--- config.mk ---
export PLATFORM = sky130hd
export DESIGN_NAME = ascd_gain
export DESIGN_NICKNAME = d
export VERILOG_FILES = /design/src/hw/rtl/ascd_pkg.sv /design/src/hw/rtl/ascd_gain.sv
export SDC_FILE = /design/constraint.sdc
export NUM_CORES = 2
export LEC_CHECK = 0
export ABC_AREA = 1
export BUFFER_PORTS_ARGS = -buffer_cell sky130_fd_sc_hd__clkbuf_2
export CAP_MARGIN = 20
export CELL_PAD_IN_SITES_DETAIL_PLACEMENT = 0
export CELL_PAD_IN_SITES_GLOBAL_PLACEMENT = 1
export CORE_MARGIN = 3
export CORE_UTILIZATION = 35
export CTS_CLUSTER_SIZE = 28
export DETAILED_ROUTE_END_ITERATION = 10
export PLACE_DENSITY_LB_ADDON = 0.1
export SYNTH_ARGS = -nofsm -noshare
export SYNTH_HDL_FRONTEND = slang
export SYNTH_SLANG_ARGS = --single-unit
--- constraint.sdc ---
create_clock -name clk -period 7.3 [get_ports clk]
set_input_delay 0.365 -clock clk [delete_from_list [all_inputs] [get_ports clk]]
set_output_delay 0.365 -clock clk [all_outputs]
set_load 0.03 [all_outputs]
--- src/hw/rtl/ascd_pkg.sv ---
// Shared constants, register codes, flag types and the CORDIC angle table.
package ascd_pkg;

  localparam int Q16_ONE     = 65536;
  localparam int RND_SHIFT   = 16;
  localparam int RND_HALF    = 32768;
  localparam int ANGLE_FRAC  = 23;
  localparam int ANGLE_BITS  = 23;
  localparam int ZW          = 25;
  localparam int CFG_INDEX_W = 3;
  localparam int CFG_DATA_W  = 24;
  localparam int IN_GAIN_W   = 24;
  localparam int DRIVE_W     = 20;
  localparam int WET_W       = 17;
  localparam int OUT_GAIN_W  = 24;

  typedef enum logic [CFG_INDEX_W-1:0] {
    REG_INPUT_GAIN   = 3'd0,
    REG_DRIVE_GAIN   = 3'd1,
    REG_WET_FRACTION = 3'd2,
    REG_OUTPUT_GAIN  = 3'd3,
    REG_BYPASS       = 3'd4
  } cfg_reg_t;

  typedef struct packed {
    logic neg;
    logic zero;
  } cordic_flags_t;

  // Angle of stage idx, round(atan(2^-idx) * 2^24 / pi).
  function automatic logic [ANGLE_BITS-1:0] angle(input int idx);
    logic [ANGLE_BITS-1:0] a;
    unique case (idx)
      0:       a = 23'd4194304;
      1:       a = 23'd2476042;
      2:       a = 23'd1308273;
      3:       a = 23'd664100;
      4:       a = 23'd333339;
      5:       a = 23'd166832;
      6:       a = 23'd83436;
      7:       a = 23'd41721;
      8:       a = 23'd20861;
      9:       a = 23'd10430;
      10:      a = 23'd5215;
      11:      a = 23'd2608;
      12:      a = 23'd1304;
      13:      a = 23'd652;
      14:      a = 23'd326;
      15:      a = 23'd163;
      16:      a = 23'd81;
      17:      a = 23'd41;
      18:      a = 23'd20;
      19:      a = 23'd10;
      20:      a = 23'd5;
      21:      a = 23'd3;
      22:      a = 23'd1;
      23:      a = 23'd1;
      default: a = '0;
    endcase
    return a;
  endfunction

endpackage

--- src/hw/rtl/ascd_gain.sv ---
// Input gain and drive gain stages producing the CORDIC start vector.
module ascd_gain #(
  parameter int SAMPLE_BITS = 24
) (
  input  logic                                  clk,
  input  logic                                  rst,
  input  logic                                  en,
  input  logic                                  in_valid,
  input  logic signed [SAMPLE_BITS-1:0]         sample,
  input  logic [ascd_pkg::IN_GAIN_W-1:0]        input_gain,
  input  logic [ascd_pkg::DRIVE_W-1:0]          drive_gain,
  output logic                                  out_valid,
  output logic signed [SAMPLE_BITS+7:0]         x_out,
  output logic signed [SAMPLE_BITS+13:0]        mag,
  output ascd_pkg::cordic_flags_t               flags,
  output logic [SAMPLE_BITS-1:0]                raw_out
);

  localparam int XW  = SAMPLE_BITS + 8;
  localparam int TW  = SAMPLE_BITS + 12;
  localparam int CW  = SAMPLE_BITS + 14;
  localparam int P0W = SAMPLE_BITS + 25;
  localparam int P1W = XW + 21;

  logic [4:0]                 v;
  logic signed [P0W-1:0]      p0;
  logic signed [XW-1:0]       x1, x2, x3;
  logic signed [P1W-1:0]      p1;
  logic signed [TW-1:0]       t3;
  logic [SAMPLE_BITS-1:0]     raw0, raw1, raw2, raw3;
  logic signed [P0W:0]        rs0;
  logic signed [P1W:0]        rs1;

  assign rs0 = (P0W+1)'(p0) + (P0W+1)'(ascd_pkg::RND_HALF);
  assign rs1 = (P1W+1)'(p1) + (P1W+1)'(ascd_pkg::RND_HALF);

  always_ff @(posedge clk) begin
    if (rst) begin
      v <= '0;
    end else if (en) begin
      v <= {v[3:0], in_valid};
    end
  end

  always_ff @(posedge clk) begin
    if (en) begin
      p0         <= sample * $signed({1'b0, input_gain});
      raw0       <= sample;
      x1         <= rs0[ascd_pkg::RND_SHIFT +: XW];
      raw1       <= raw0;
      p1         <= x1 * $signed({1'b0, drive_gain});
      x2         <= x1;
      raw2       <= raw1;
      t3         <= rs1[ascd_pkg::RND_SHIFT +: TW];
      x3         <= x2;
      raw3       <= raw2;
      mag        <= t3[TW-1] ? -(CW'(t3)) : CW'(t3);
      flags.neg  <= t3[TW-1];
      flags.zero <= (t3 == '0);
      x_out      <= x3;
      raw_out    <= raw3;
    end
  end

  assign out_valid = v[4];

endmodule

# After elaboration in Yosys (flattened, before gate mapping)
# Cells that the tools add are included.
[totals]
ff_bits = 429
latch_bits = 0
ramBits = 0
rom_bits = 0
input_bits = 72
output_inout_bits = 97
wordCells = 24
memories = 0
[classes]
n_addsub = 3
multipliers = 2
div_mod_pow = 0
n_lt_le_gt_ge = 0
n_eq_ne = 0
shifts = 0
muxes = 1
bitwise = 0
n_reduce_logical = 1
[ops]
columns = ["cell", "n"]
rows = [
  ["52-bit by 17-bit adder with 52-bit output (second input constant)", 1],
  ["32-bit by 21-bit multiplier with 52-bit output", 1],
  ["48-bit by 17-bit adder with 48-bit output (second input constant)", 1],
  ["24-bit by 25-bit multiplier with 48-bit output", 1],
  ["36-bit negation with 38-bit output", 1],
  ["36-bit zero test", 1],
  ["35-bit 2-to-1 mux", 1],
]

# Depth between registers and ports, before layout
[depth]
depth_word = 2
ltp_mapped = 29
depth_no_buf = 28

# Worst setup path before layout
# OpenSTA, ideal clock, no wires.
[synth_timing]
path_type = "register to register"
start = "register x1[31]"
end = "register p1[51], data pin"
setup_time_ps = 252
t_arrival_ps = 6022
t_required_ps = 7048
path_slack_ps = 1026
stages_incl_launch_ff = 27
path_buffers = 1
period_less_slack_ps = 6274
path_cell_list = "edfxtp_1 -> clkbuf_1 -> nand2_1 -> inv_1 -> fa_1 -> inv_1 -> fa_1 -> inv_1 -> fa_1 -> inv_1 -> fa_1 -> inv_1 -> fa_1 -> inv_1 -> fa_1 -> fa_1 -> inv_1 -> ha_1 -> nand2_1 -> nor2_1 -> inv_1 -> nor2_1 -> nand2_1 -> nor3_1 -> nand2_1 -> nand3_1 -> nand2_1"
[synth_between]
elab_chain_cells = 1
[synth_lines]
columns = ["element", "line", "source"]
rows = [
  ["from (decl)", "ascd_gain.sv:27", "logic signed [XW-1:0] x1, x2, x3;"],
  ["from (signal assigned)", "ascd_gain.sv:49", "x1 <= rs0[ascd_pkg::RND_SHIFT +: XW];"],
  ["32-bit by 21-bit multiplier with 52-bit output", "ascd_gain.sv:51", "p1 <= x1 * $signed({1'b0, drive_gain});"],
  ["to (signal assigned)", "ascd_gain.sv:51", ""],
  ["to (decl)", "ascd_gain.sv:28", "logic signed [P1W-1:0] p1;"],
]
# No other way between the ends.
# A chain may end at the register's enable or synchronous reset.

# Worst setup path in the final report
[layout_timing]
start = "register x1[6]"
end = "register p1[44], data pin"
# Same word-level chain as after synthesis.

==> results.toml <==
[yosys]
syn-cell-area_um2 = 58700
synth_top_flop_cell = "edfxtp_1"
async_reset_ff_share_pct = 0
yosysMostFrequentCell = "inv_1"
synth_edf_count = 394
synth_cell_types = 44
synth.area.top_cells = "fa_1, edfxtp_1, inv_1"
ys_seq_area_share_pct = 20.3
synth-seq-cells = 399
synth.avg_cell_area_um2 = 8.59
yosys-top-cells-count = "inv_1, nand2_1, fa_1, edfxtp_1, ha_1"
yosys.area.top_type = "fa_1"
synthCells = 6834
yosys.area.top_type_share_pct = 37.8
ys.warnings.count = 0

[layout]
diodes = 0
areaGrowthSynthToFinish_pct = 11.2
fin_cells = 9310
drive_gt1_share_pct = 7.57
fill_cells = 17100
fin_nets = 8585
finalInstanceArea_um2 = 65300

[cts]
cts_max_level = 2
path_clk_slew_ns = 0.06
clk_path_buf_depth = 3
cts_tree = "yes"
clk_latency_ns = 0.67
cts-root-buf = "clkbuf_16"
cts_sinks = 399
numCtsBuffers = 50

[placed_design]
io_buffers = 168
dpl_cell_area_um2 = 63500
place_inst = 9206
gp_congestion = 0.868
preCtsSetupSlack_ns = 0.128
dp.final_hpwl_um = 144000

[setup_path]
path_class = "flop to flop"
crit-reg2reg-launch = "x1[6]$_DFFE_PP_"
crit_required_ns = 7.70
r2r_cells = 20
end_kind = "flop"
crit_path_frequent_cell = "fa_1"
slowest_delay_ns = 0.95
r2r_slack_ns = 0.26
cp_data_arrival_time_ns = 7.44
rr_endpoint = "p1[44]$_DFFE_PP_"
worst-path-max-fanout = 14
crit_chain = "nand2_1 -> fa_1 -> inv_1 -> fa_1 -> inv_1 -> fa_1 -> inv_1 -> fa_1 -> fa_1 -> fa_1 -> fa_1 -> ha_1 -> a21oi_1 -> o21ai_0 -> a21oi_1 -> nor2_1 -> o21bai_1 -> nand3_1 -> nand2_1 -> nand2_1"
start_kind = "flop"
critPathSlowestCell = "edfxtp_1"

[sta]
skew_ns = 0.0316
setup_viol = 0
setup_slack_ns = 0.260
period_share_pct = 96.4
max_freq_mhz = 142
max_slew.worst_pin.slew_ns = 1.02
post-route-min-period_ns = 7.04
max_slew_margin_pct = 32.2
drv_slew = 0
hold_violations = 0
setup_tns_ns = 0
rsz0062_at_grt = "no"

[drt]
drt_iter0_markers = 1771
via_per_inst = 4.54
via_count = 42200
drtPass1Iterations = 7
wl_per_cell_um = 18.3
drcViolationCount = 0
wirelength_um = 170000
ant_nets = 0

[min_path]
min_to = "raw0[16]$_DFFE_PP_"
worstHoldPathCells = 1
hold_path.class = "primary input to flop"
hp-start = "sample[16]"

[floorplanning]
die_area_um2 = 173000
die_w_um = 416
num_rows = 149
start_util_pct = 35.4
core_um2 = 166000
io_pins = 169
die_y_um = 416

[global_routing]
grt-ovfl-total = 0
grt_pass1_vias = 47500
grt_first_pass_wirelength_um = 272000
grtUsageTotal_pct = 20.3
antenna_found_initial = 0
grt_max_degree = 165

[status]
outcome = "complete, no violations"

[job]
maxCapViolCount = 0
==> repair_timing <==
| item | in CTS | in global routing |
|---|---|---|
| setup buffers | 0 | 9 |
| endpoints found under the setup margin | 0 | 9 |
| hold endpoints to repair | 5 | 0 |
| hold buffers | 2 | 0 |
| resized for setup | 0 | 1 |
==> cell type report <==
class | count | area, um^2 | area share, %
inverter | 2095 | 7860 | 12.0
clock inverter | 36 | 340 | 0.521
multi-input combinational | 4117 | 38100 | 58.3
sequential | 399 | 11900 | 18.3
timing repair buffer | 417 | 3040 | 4.65
tap | 2189 | 2740 | 4.20
clock buffer | 57 | 1280 | 1.96
==> state kept, by name, indices dropped and copies added (netlist names) <==
register,flops
mag,38
p1,37
t3,36
p0,33
x1,32
x2,32
x3,32
x_out,32
raw0,24
raw1,24
raw2,24
raw3,24
raw_out,24
v,5
flags,2
==> logic make-up after synthesis <==
family / after synthesis / synth area share, %
xor gates and xnor gates: 144 / 2.15
other: 1 / 0.00639
AOI/OAI and AO/OA: 272 / 2.50
buffers and inverters: 2319 / 14.8
adders and majority gates: 1433 / 44.7
and+or+nand+nor: 2266 / 15.5
DFF: 399 / 20.3
==> worst max-delay path by stage <==
stage / from / to / slack (ns)
after floorplan: x1[31]$_DFFE_PP_ / p1[51]$_DFFE_PP_ / 1.03
after global placement: drive_gain[3] / p1[44]$_DFFE_PP_ / 0.10
after detailed placement: x1[12]$_DFFE_PP_ / p1[46]$_DFFE_PP_ / 0.13
after CTS: x1[12]$_DFFE_PP_ / p1[46]$_DFFE_PP_ / 0.11
after global routing: x1[18]$_DFFE_PP_ / p1[42]$_DFFE_PP_ / 0.01
final: x1[6]$_DFFE_PP_ / p1[44]$_DFFE_PP_ / 0.26
==> critical path: cells and delay by family (launching register included) <==
kind                     cells  cell delay, ns
AO/OA/AOI/OAI                4            1.13
adder cells (fa/ha/maj)      8            3.92
buffers and inverters        3            0.15
flip-flops                   1            0.95
AND/OR/NAND/NOR              5            0.60
==> layer usage <==
metal,routed length (um),GRT usage [%]
met1,69600,24.1
met2,92900,39.6
met3,3700,1.44
met4,3850,4.46
met5,0,0
==> through the flow <==
| stage | utilization [%] | hold slack (ns) |
|---|---|---|
| final | 39.4 | 0.0626 |
| after global routing | 39.4 | 0.0462 |
| after CTS | 39.3 | 0.0531 |
| after detailed placement | 38.3 | 0.405 |
| after global placement | 38.3 | 0.401 |
| after floorplan | - | 0.400 |
==> layout by cell type, fill, tap and decap left out, types with 92 or more instances in the layout <==
cell type,n
buf_4,222
nand3_1,102
o21ai_0,92
inv_1,2094
ha_1,324
fa_1,1109
edfxtp_1,394
clkbuf_2,167
nor2_1,290
xor2_1,98
a21oi_1,138
nand2_1,1703
Power is not shown: default switching activity piles up to over one toggle a cycle in this logic, so the estimate is an artifact.
